--- src/rtl/cfd_pkg.sv ---
// Shared types and constants of the CPPM frame decoder.
package cfd_pkg;

   // Transaction kinds on the request channel
   typedef enum logic [1:0] {
      ACT_EDGE        = 2'd0,
      ACT_READ_SLOT   = 2'd1,
      ACT_READ_BUCKET = 2'd2,
      ACT_NONE        = 2'd3
   } cfd_action_type;

   // Configuration register indexes
   typedef enum logic [1:0] {
      CSR_PULSE_MIN = 2'd0,
      CSR_PULSE_MAX = 2'd1,
      CSR_SYNC_MIN  = 2'd2,
      CSR_DEFAULT   = 2'd3
   } cfd_csr_type;

   // Register reset values in microseconds
   localparam logic [15:0] PULSE_MIN_RST = 16'd900;
   localparam logic [15:0] PULSE_MAX_RST = 16'd2100;
   localparam logic [15:0] SYNC_MIN_RST  = 16'd3000;
   localparam logic [15:0] DEFAULT_RST   = 16'd1500;

   // Commands from controller to datapath
   typedef struct packed {
      logic load;
      logic eval;
      logic div_step;
      logic incr;
      logic out_load;
   } cfd_cmd_type;

   // Status from datapath to controller
   typedef struct packed {
      logic pulse_ok;
      logic div_last;
      logic out_free;
   } cfd_status_type;

endpackage

--- src/rtl/cppm_frame_decoder_unit.sv ---
// Top level of the CPPM frame decoder: controller joined to datapath.
// Path: a request is loaded in IDLE, evaluated in EVAL and passed to the output register from OUT;
// an edge that stores a pulse also goes through DIV, one step per quotient bit, and INCR before OUT.
// Flow: one transaction at a time, the next accepted only once the controller is back in IDLE;
// the bucket divider, one quotient bit a cycle, makes a stored pulse take longer than a short one.
// Reset: synchronous, clears pointer, last edge time and counters, loads slots with 1500 us.
module cppm_frame_decoder_unit
   import cfd_pkg::*;
#(
   parameter int CHANNELS = 8,
   parameter int BUCKETS  = 10
)
(
   input  logic        clock,
   input  logic        reset,
   input  logic        req_valid,
   output logic        req_stall,
   input  logic [1:0]  req_action,
   input  logic [31:0] req_edge_time_us,
   input  logic [3:0]  req_item_index,
   output logic        rsp_valid,
   input  logic        rsp_stall,
   output logic [31:0] rsp_read_data,
   output logic [3:0]  rsp_frame_position,
   output logic        rsp_sync_seen,
   output logic        rsp_pulse_stored,
   input  logic        csr_valid,
   output logic        csr_ready,
   input  logic [1:0]  csr_index,
   input  logic [15:0] csr_wdata
);

   cfd_cmd_type    cmd;
   cfd_status_type status;

   // Register writes are always taken
   assign csr_ready = 1'b1;

   cfd_controller u_controller (
      .clock     (clock),
      .reset     (reset),
      .req_valid (req_valid),
      .req_stall (req_stall),
      .status    (status),
      .cmd       (cmd)
   );

   cfd_datapath #(
      .CHANNELS (CHANNELS),
      .BUCKETS  (BUCKETS)
   ) u_datapath (
      .clock              (clock),
      .reset              (reset),
      .cmd                (cmd),
      .status             (status),
      .req_action         (req_action),
      .req_edge_time_us   (req_edge_time_us),
      .req_item_index     (req_item_index),
      .csr_write          (csr_valid && csr_ready),
      .csr_index          (csr_index),
      .csr_wdata          (csr_wdata),
      .rsp_valid          (rsp_valid),
      .rsp_stall          (rsp_stall),
      .rsp_read_data      (rsp_read_data),
      .rsp_frame_position (rsp_frame_position),
      .rsp_sync_seen      (rsp_sync_seen),
      .rsp_pulse_stored   (rsp_pulse_stored)
   );

endmodule

--- src/rtl/cfd_controller.sv ---
// Sequencing state machine of the CPPM frame decoder.
module cfd_controller
   import cfd_pkg::*;
(
   input  logic           clock,
   input  logic           reset,
   input  logic           req_valid,
   output logic           req_stall,
   input  cfd_status_type status,
   output cfd_cmd_type    cmd
);

   typedef enum logic [4:0] {
      ST_IDLE = 5'b00001,
      ST_EVAL = 5'b00010,
      ST_DIV  = 5'b00100,
      ST_INCR = 5'b01000,
      ST_OUT  = 5'b10000
   } state_type;

   state_type state_ff, state_in;

   // Take a new transaction only when idle
   assign req_stall = (state_ff != ST_IDLE);

   // Next state and commands
   always_comb begin
      state_in = state_ff;
      cmd      = '0;
      unique case (state_ff)
         ST_IDLE: begin
            if (req_valid) begin
               cmd.load = 1'b1;
               state_in = ST_EVAL;
            end
         end
         ST_EVAL: begin
            cmd.eval = 1'b1;
            state_in = status.pulse_ok ? ST_DIV : ST_OUT;
         end
         ST_DIV: begin
            cmd.div_step = 1'b1;
            if (status.div_last) state_in = ST_INCR;
         end
         ST_INCR: begin
            cmd.incr = 1'b1;
            state_in = ST_OUT;
         end
         ST_OUT: begin
            if (status.out_free) begin
               cmd.out_load = 1'b1;
               state_in     = ST_IDLE;
            end
         end
      endcase
   end

   always_ff @(posedge clock) begin
      if (reset) begin
         state_ff <= ST_IDLE;
      end else begin
         state_ff <= state_in;
      end
   end

endmodule

--- src/rtl/cfd_datapath.sv ---
// Datapath of the CPPM frame decoder: registers, slots, histogram and divider.
module cfd_datapath
   import cfd_pkg::*;
#(
   parameter int CHANNELS = 8,
   parameter int BUCKETS  = 10
)
(
   input  logic           clock,
   input  logic           reset,
   input  cfd_cmd_type    cmd,
   output cfd_status_type status,
   input  logic [1:0]     req_action,
   input  logic [31:0]    req_edge_time_us,
   input  logic [3:0]     req_item_index,
   input  logic           csr_write,
   input  logic [1:0]     csr_index,
   input  logic [15:0]    csr_wdata,
   output logic           rsp_valid,
   input  logic           rsp_stall,
   output logic [31:0]    rsp_read_data,
   output logic [3:0]     rsp_frame_position,
   output logic           rsp_sync_seen,
   output logic           rsp_pulse_stored
);

   localparam int CW = (CHANNELS > 1) ? $clog2(CHANNELS) : 1;
   localparam int PW = $clog2(CHANNELS + 1);
   localparam int QW = (BUCKETS > 1) ? $clog2(BUCKETS) : 1;
   localparam int DW = 16 + $clog2(BUCKETS + 1);
   localparam int WW = 17 + QW;
   localparam int SW = (QW > 1) ? $clog2(QW) : 1;

   // Configuration
   logic [15:0] pulse_min_ff, pulse_max_ff, sync_min_ff;

   // Captured transaction
   cfd_action_type action_ff;
   logic [3:0]     idx_ff;
   logic [31:0]    gap_ff;
   logic [31:0]    prev_ff;

   // Frame state
   logic [PW-1:0]  ptr_ff;
   logic [15:0]    slots_ff [CHANNELS];
   logic [31:0]    bucket_ff [BUCKETS];

   // Divider
   logic [WW-1:0]  rem_ff, dsh_ff;
   logic [QW-1:0]  quo_ff;
   logic [SW-1:0]  step_ff;

   // Result held until output register frees
   logic [31:0]    data_ff;
   logic           sync_ff, stored_ff;

   // Output register
   logic           rsp_valid_ff;
   logic [31:0]    rsp_data_ff;
   logic [3:0]     rsp_pos_ff;
   logic           rsp_sync_ff, rsp_stored_ff;

   logic           is_edge, is_sync, in_window, has_room, pulse_ok, trial;
   logic [15:0]    rel;
   logic [DW-1:0]  prod;
   logic [16:0]    span1;
   logic [QW-1:0]  qsel, baddr;
   logic [31:0]    bucket_rd, read_val;

   // Classify the gap and pick the bucket read address
   always_comb begin
      is_edge   = (action_ff == ACT_EDGE);
      is_sync   = gap_ff > {16'd0, sync_min_ff};
      in_window = (gap_ff >= {16'd0, pulse_min_ff}) && (gap_ff <= {16'd0, pulse_max_ff});
      has_room  = ptr_ff < PW'(CHANNELS);
      pulse_ok  = is_edge && !is_sync && in_window && has_room;
      rel       = gap_ff[15:0] - pulse_min_ff;
      prod      = DW'(rel) * DW'(BUCKETS);
      span1     = {1'b0, pulse_max_ff} - {1'b0, pulse_min_ff} + 17'd1;
      trial     = rem_ff >= dsh_ff;
      qsel      = ({1'b0, quo_ff} >= (QW + 1)'(BUCKETS)) ? QW'(BUCKETS - 1) : quo_ff;
      baddr     = cmd.incr ? qsel : idx_ff[QW-1:0];
      bucket_rd = bucket_ff[baddr];
      case (action_ff)
         ACT_READ_SLOT:
            read_val = ({1'b0, idx_ff} < 5'(CHANNELS)) ? {16'd0, slots_ff[idx_ff[CW-1:0]]} : '0;
         ACT_READ_BUCKET:
            read_val = ({1'b0, idx_ff} < 5'(BUCKETS)) ? bucket_rd : '0;
         default:
            read_val = '0;
      endcase
   end

   assign status.pulse_ok = pulse_ok;
   assign status.div_last = (step_ff == '0);
   assign status.out_free = !rsp_valid_ff || !rsp_stall;

   // Configuration registers; a write to CSR_DEFAULT is ignored, the slots always reset to DEFAULT_RST
   always_ff @(posedge clock) begin
      if (reset) begin
         pulse_min_ff <= PULSE_MIN_RST;
         pulse_max_ff <= PULSE_MAX_RST;
         sync_min_ff  <= SYNC_MIN_RST;
      end else if (csr_write) begin
         unique case (cfd_csr_type'(csr_index))
            CSR_PULSE_MIN: pulse_min_ff <= csr_wdata;
            CSR_PULSE_MAX: pulse_max_ff <= csr_wdata;
            CSR_SYNC_MIN:  sync_min_ff  <= csr_wdata;
            CSR_DEFAULT:   ;
         endcase
      end
   end

   // Capture the transaction and the edge gap
   always_ff @(posedge clock) begin
      if (reset) begin
         prev_ff <= '0;
      end else if (cmd.load && (req_action == ACT_EDGE)) begin
         prev_ff <= req_edge_time_us;
      end
   end

   always_ff @(posedge clock) begin
      if (cmd.load) begin
         action_ff <= cfd_action_type'(req_action);
         idx_ff    <= req_item_index;
         gap_ff    <= req_edge_time_us - prev_ff;
      end
   end

   // Frame pointer and channel slots
   always_ff @(posedge clock) begin
      if (reset) begin
         ptr_ff <= '0;
         for (int i = 0; i < CHANNELS; i++) slots_ff[i] <= DEFAULT_RST;
      end else if (cmd.eval) begin
         if (is_edge && is_sync) begin
            ptr_ff <= '0;
         end else if (pulse_ok) begin
            slots_ff[ptr_ff[CW-1:0]] <= gap_ff[15:0];
            ptr_ff                   <= ptr_ff + PW'(1);
         end
      end
   end

   // Histogram counters
   always_ff @(posedge clock) begin
      if (reset) begin
         for (int i = 0; i < BUCKETS; i++) bucket_ff[i] <= '0;
      end else if (cmd.incr) begin
         bucket_ff[qsel] <= bucket_rd + 32'd1;
      end
   end

   // Restoring divider, one quotient bit per cycle
   always_ff @(posedge clock) begin
      if (cmd.eval) begin
         rem_ff  <= WW'(prod);
         dsh_ff  <= WW'(span1) << (QW - 1);
         quo_ff  <= '0;
         step_ff <= SW'(QW - 1);
      end else if (cmd.div_step) begin
         if (trial) rem_ff <= rem_ff - dsh_ff;
         dsh_ff  <= dsh_ff >> 1;
         quo_ff  <= QW'({quo_ff, trial});
         step_ff <= step_ff - SW'(1);
      end
   end

   // Hold the result of this transaction
   always_ff @(posedge clock) begin
      if (cmd.eval) begin
         data_ff   <= read_val;
         sync_ff   <= is_edge && is_sync;
         stored_ff <= pulse_ok;
      end
   end

   // Output register
   always_ff @(posedge clock) begin
      if (reset) begin
         rsp_valid_ff <= 1'b0;
      end else if (cmd.out_load) begin
         rsp_valid_ff <= 1'b1;
      end else if (!rsp_stall) begin
         rsp_valid_ff <= 1'b0;
      end
   end

   always_ff @(posedge clock) begin
      if (cmd.out_load) begin
         rsp_data_ff   <= data_ff;
         rsp_pos_ff    <= 4'(ptr_ff);
         rsp_sync_ff   <= sync_ff;
         rsp_stored_ff <= stored_ff;
      end
   end

   assign rsp_valid          = rsp_valid_ff;
   assign rsp_read_data      = rsp_data_ff;
   assign rsp_frame_position = rsp_pos_ff;
   assign rsp_sync_seen      = rsp_sync_ff;
   assign rsp_pulse_stored   = rsp_stored_ff;

endmodule

--- config.mk ---
export PLATFORM = sky130hd
export DESIGN_NAME = cppm_frame_decoder_unit
export DESIGN_NICKNAME = d
export VERILOG_FILES = /design/src/rtl/cfd_pkg.sv /design/src/rtl/cppm_frame_decoder_unit.sv /design/src/rtl/cfd_controller.sv /design/src/rtl/cfd_datapath.sv
export SDC_FILE = /design/constraint.sdc
export NUM_CORES = 2
export LEC_CHECK = 0
export ABC_CLOCK_PERIOD_IN_PS = 10500
export BUFFER_PORTS_ARGS = -buffer_cell sky130_fd_sc_hd__buf_2
export CORE_MARGIN = 2
export CORE_UTILIZATION = 65
export DETAILED_ROUTE_END_ITERATION = 6
export GPL_TIMING_DRIVEN = 0
export MAX_ROUTING_LAYER = met4
export PLACE_DENSITY = 0.82
export SYNTH_ARGS = -nofsm -noshare
export SYNTH_HDL_FRONTEND = slang
export SYNTH_SLANG_ARGS = --single-unit
--- constraint.sdc ---
create_clock -name clock -period 10.5 [get_ports clock]
set_clock_uncertainty 0.1 [all_clocks]
set_input_delay 1.05 -clock clock [delete_from_list [all_inputs] [get_ports clock]]
set_output_delay 1.05 -clock clock [all_outputs]
set_load 0.02 [all_outputs]
After elaboration in Yosys (flattened, before gate mapping)
Memory sizes are Yosys's and may differ from the RTL's. A register that Yosys moved wholly into a read port is not among the register bits.
Cells that the tools add are included.
{"block": "totals", "ff_bits": 247, "latch_bits": 0, "ram_bits": 448, "romBits": 0, "input_bits": 61, "output_inout_bits": 41, "wordCells": 125, "mem_count": 2}
{"memory": "u_datapath.bucket_ff", "words": 10, "word_bits": 32, "rd": 1, "rd_ports_with_merged_regs": 0, "wr": 10, "line_no": "cfd_datapath.sv:46", "text": "logic [31:0] bucket_ff [BUCKETS];"}
{"memory": "u_datapath.slots_ff", "words": 8, "word_bits": 16, "rd": 1, "rd_ports_with_merged_regs": 1, "wr": 8, "line_no": "cfd_datapath.sv:45", "text": "logic [15:0] slots_ff [CHANNELS];"}
{"block": "op_classes", "add_sub_neg": 8, "multipliers": 1, "div": 0, "magnitude_cmp": 8, "eq_ne": 14, "shifts": 0, "n_mux": 43, "bitwise": 0, "n_reduce_logical": 26}
{"cell": "2-to-1 mux 20 bit", "count": 5}
{"cell": "2-to-1 mux 32 bit", "count": 2}
{"cell": "one-hot mux 32 bit (2 select lines)", "count": 1}
{"cell": "adder 32 x 1 -> 32 bit (second input constant)", "count": 1}
{"cell": "greater-or-equal comparator 32 x 16 -> 1 bit", "count": 1}
{"cell": "> comparator 32 x 16 -> 1 bit", "count": 1}
{"cell": "<= comparator 32 x 16 -> 1 bit", "count": 1}
{"cell": "2-to-1 mux 16 bit", "count": 2}
{"cell": "OR reduction 32 bit", "count": 1}
{"cell": "subtractor 32 bit", "count": 1}
{"cell": "one-hot mux 5 bit (5 select lines)", "count": 1}
{"cell": "greater-or-equal comparator 21 x 20 -> 1 bit", "count": 1}
{"cell": "2-to-1 mux 1 bit", "count": 21}
{"cell": "subtractor 21 x 20 -> 21 bit", "count": 1}
{"cell": "2-to-1 mux 4 bit", "count": 5}
{"cell": "2-to-1 mux 5 bit", "count": 4}
{"cell": "multiplier 16 x 3 -> 19 bit (second input constant)", "count": 1}
{"cell": "adder 17 x 1 -> 17 bit (second input constant)", "count": 1}
{"cell": "subtractor 16 x 16 -> 17 bit", "count": 1}
{"cell": "OR reduction 16 bit", "count": 1}
{"cell": "subtractor 16 bit", "count": 1}
{"cell": "less-than comparator 4 bit (second input constant)", "count": 3}
{"cell": "AND reduction 2 bit", "count": 6}
{"cell": "logical NOT 2 bit", "count": 4}
{"cell": "other kinds (19)", "count": 33}

Logic depth before layout (Yosys ltp)
{"block": "logic_depth", "word_depth": 12, "depth_mapped": 22, "mapped_depth_nobuf": 22}

Modules after synthesis
From an unflattened synthesis, not the netlist that was laid out.
{"block": "unflattened", "cells_unflattened": 3735, "area_unflattened_um2": 43297.8}
{"mod": "cfd_datapath", "instances": 1, "cells_each": 3697, "area_each_um2": 42972.5, "seq_area_each_um2": 25584.5}
{"mod": "cfd_controller", "instances": 1, "cells_each": 36, "area_each_um2": 314.1, "seq_area_each_um2": 100.1}
{"mod": "cppm_frame_decoder_unit", "instances": 1, "cells_each": 2, "area_each_um2": 11.3, "seq_area_each_um2": 0.0}

Worst setup path before layout
OpenSTA, ideal clock, no wires.
{"block": "synth_timing", "kind": "register to register", "startpoint": "register u_datapath.gap_ff[0]", "endpoint": "memory u_datapath.slots_ff[0][0] (enable)", "setup_time_ps": 392, "arrival_ps": 4253, "t_required_ps": 10008, "slack_ps": 5755, "stages_incl_launch_ff": 16, "n_path_buf": 2, "period_less_slack_ps": 4745, "path_cell_list": "edfxtp_1 > clkinv_1 > ha_1 > fa_1 > nor2b_1 > o21ai_1 > a21boi_0 > o21ai_0 > a21o_1 > o21ai_1 > or3_1 > nor4b_2 > or3b_2 > clkbuf_1 > clkbuf_1 > o21bai_1"}
{"item": "start: declaration", "line_no": "cfd_datapath.sv:40", "text": "logic [31:0] gap_ff;"}
{"item": "start signal: assignment", "line_no": "cfd_datapath.sv:127", "text": "gap_ff <= req_edge_time_us - prev_ff;"}
{"item": "end: declaration", "line_no": "cfd_datapath.sv:45"}

==> run metrics <==
Reg2Reg Setup Slack=3.84 ns; Synth Area in Simple Gates=13.6%; required time of the critical path=10.70 ns; xor-xnor portion of the synthesized cell area=~2.3%; EDFF count, synth=between 700 and 800; Seq pwr share=48.4%; violated checks=DRC; DIE WIDTH=262 um; FF-to-FF path depth=15; sequential cell area fraction in the yosys report=approximately 60%; Crit. End Element=flip-flop; top area cells in the synthesized netlist=edfxtp_1 (55%), dfxtp_1 (4.8%), ha_1 (4.8%); Period minus WS final=~6.7 ns; #FFs+latches synth=890; post-cts resize count=0; most used flip-flop cell after synthesis=edfxtp_1; layout cell share with drive strength beyond 1=10.9%; RD Place Congestion=1.01; Mapped Cells=3582; Setup CP Type=flip-flop to flip-flop; Top Ports=approximately 100; WL/cell=between 20 and 30 um; utilization after layout=74.0%; row cnt=between 90 and 100; port buffer count=100; Min Hold Slack=about 0.30 ns; layout filler cell count=4256; Starting Density=65.6%; Via density=6.44; first-pass GRT wire length=182000 um; PwrDens=172 nW/um^2; cell accounting for the most synthesized area=edfxtp_1; Ys Warns=0; Nets=4208; Sink Count=890; post-synthesis cell area=43100 um^2; area delta synth->final=12.9%; CTS root buf=clkbuf_16; CTS tree=built; CP delay by family, top=simple AND/OR/NAND/NOR gates; Worst R2R End=u_datapath.bucket_ff[13][16]; CP Capture Point=u_datapath.bucket_ff[13][16]; number of cells on the critical path=15; main combinational cell family by area after synthesis=simple AND/OR/NAND/NOR gates; Largest stage delay, worst path=between 0.7 and 0.8 ns; final period utilization=between 60% and 70%; CP bufs+invs=3; area of the multi-input gates=16800 um^2; Hold Path Origin=u_datapath.data_ff[31]; FFs w/ async S/R, synth=0%; Clk pwr share=38.2%; antenna-violating nets left=0; Core Area=65700 um^2; crit path max-delay cell type=nor3_1; leakage power=18.2 nW; Mean Syn Cell Area=12.0 um^2; outcome=finished with violations; Hold WC Path Type=flip-flop to flip-flop; CTS Buffer Depth=3; Die Area=68400 um^2; Rel. slew slack=9.61%; largest net degree at the start of global routing=between 40 and 50; Setup TNS Final=0 ns; net switching power=2.13 mW; post-route cell area=48700 um^2; post-CTS setup buffer count=0; placed cell areas=45800 um^2; Post-CTS Hold Buffers=0; H-Tree Depth=3; data arrival time of the worst path=6.86 ns; Yosys cell types=106; total congestion overflow=0; Final Hold Vio Count=0; Pre-Repair DR Iteration Count=7; Reg area=25700 um^2; Critical Path, Cell by Cell=o21a_1 -> o211ai_4 -> buf_2 -> clkbuf_1 -> clkbuf_1 -> nand3_1 -> a21oi_1 -> a211oi_2 -> nand3_2 -> ha_1 -> o2111ai_1 -> nor3_2 -> and4_4 -> a21oi_2 -> nor3_1; Slew @ Worst Pin=1.35 ns; Pint=roughly 6.3 mW; RSZ-0062 raised after global routing=false; initial antenna violation count=1; Die H=roughly 260 um; initial drt markers=4387; post-synth top area share=54.8%; setup violators final=0; critical path launch point type=flip-flop; CTS buffer count=between 80 and 90; gr usage total=37.4%; f_max=between 150 and 200 MHz; final wirelength=124000 um; Clock Pin Slew Worst Setup and Hold Paths=0.06 ns; post-synthesis mux area share=5.99%; Compound-Gate Fraction of Synth Area=10.2%; crit-path most repeated cell=clkbuf_1; worst r2r src=u_datapath.quo_ff[2]; CP max FO=10; peak supply drop=roughly 0.18 mV; vias in the first global route=~30000; DRC viols=8; via count=31648; combinational power share=roughly 13%; sw frac=about 25%; max-slew violation count=0; crit path from=u_datapath.quo_ff[2]; Worst-Skew Late Latency=0.65 ns; max cap viols=0; Adder-Cell Fraction of Synth Area=4.99%; Detailed Place HPWL=84700 um
==> layout by cell type, fill, tap and decap left out, types with 90 or more instances in the layout <==
| cell | n |
|---|---|
| dfxtp_1 | 104 |
| nand2_1 | 312 |
| edfxtp_1 | 786 |
| o21ai_0 | 134 |
| nand3_1 | 95 |
| a21oi_1 | 220 |
| inv_1 | 144 |
| nor2_1 | 351 |
| mux2i_1 | 156 |
| buf_2 | 127 |
| conb_1 | 193 |
| clkbuf_1 | 147 |
| clkbuf_16 | 90 |
| ha_1 | 164 |
==> layout make-up <==
| class | count | share of cell area, % |
|---|---|---|
| Sequential cell | 890 | 52.8 |
| Buffer | 190 | 1.82 |
| Timing Repair Buffer | 115 | 1.62 |
| Multi-Input combinational cell | 2545 | 34.5 |
| Antenna cell | 1 | 0.00514 |
| Tap cell | 864 | 2.22 |
| Clock inverter | 47 | 1.06 |
| Clock buffer | 111 | 4.89 |
| Inverter | 148 | 1.14 |
==> registers in the layout, indices dropped and copies added (netlist names), 2 cells and up, named ones only <==
signal	flops
u_datapath.action_ff	2
u_datapath.step_ff	2
u_datapath.slots_ff	128
u_datapath.rem_ff	21
u_datapath.idx_ff	4
u_datapath.gap_ff	32
u_datapath.pulse_max_ff	16
u_datapath.bucket_ff	512
u_datapath.data_ff	32
u_datapath.quo_ff	4
u_datapath.rsp_read_data	32
u_datapath.pulse_min_ff	16
u_datapath.sync_min_ff	16
u_controller.state_ff	5
u_datapath.ptr_ff	4
u_datapath.prev_ff	32
u_datapath.dsh_ff	20
u_datapath.rsp_frame_position	4
==> cells by family (layout without fill, tap and decap cells) <==
logic type,count (synthesis),in the layout
buffers and inverters,338,611
other,2,194
adders and majority gates,169,169
DFF,890,890
xor gates and xnor gates,103,103
and+or+nand+nor,1197,1197
AOI/OAI and AO/OA,672,672
muxes,211,211
==> worst min-delay path by stage <==
stage	end	depth (start not counted)
after floorplan	u_datapath.rsp_pulse_stored	0
after global placement	u_datapath.rsp_read_data[0]	0
after detailed placement	u_datapath.rsp_read_data[31]	0
after CTS	u_datapath.rsp_read_data[31]	0
after global routing	u_datapath.rsp_read_data[31]	0
final	u_datapath.rsp_read_data[31]	0
==> metrics by stage <==
step,total power [mW],std cells,setup WS [ns]
6_report,8.38,4911,3.84
5_1_grt,8.59,4911,3.77
4_1_cts,8.34,4909,4.04
3_5_place_dp,5.21,4751,4.08
3_3_place_gp,5.17,4737,4.16
2_1_floorplan,4.87,3773,5.75
==> power groups by stage <==
stage               Clock [mW]  Sequential (mW)  Combinational (mW)
detailed placement           0             4.13                1.08
finish                    3.20             4.06                1.12
global placement             0             4.13                1.04
floorplan                    0             4.10               0.768
CTS                       3.19             4.06                1.09
global route              3.32             4.07                1.21
==> metal layers <==
layer | vias to the layer above | wire [um] | track usage [%]
met1 | 14921 | 43100 | 45.2
met2 | 2297 | 57200 | 58.9
met3 | 577 | 15200 | 8.23
li1 | 13853 | - | -
met4 | 0 | 8140 | 20.3
met5 | - | 0 | -
==> Yosys cell counts, types with 12 or more instances <==
master and n:
edfxtp_1 786, nor2_1 351, nand2_1 312, a21oi_1 221
ha_1 164, mux2i_1 156, inv_1 145, o21ai_0 135
clkbuf_1 132, dfxtp_1 104, nand3_1 95, nor3_1 89
and2_1 65, nand2b_1 56, xnor2_1 56, a21o_1 40
or3_1 38, mux4_2 35, xor2_1 34, and3_1 32
a31oi_1 30, nand4_1 28, buf_2 27, o22ai_1 27
nor2b_1 26, o22a_1 24, a211o_1 23, nor3_2 21
a211oi_1 15, nor4_1 15, o21a_1 15, a2111oi_0 14
nand3b_1 14, buf_6 13, o21bai_1 12
(Power assumes the default switching activity.)
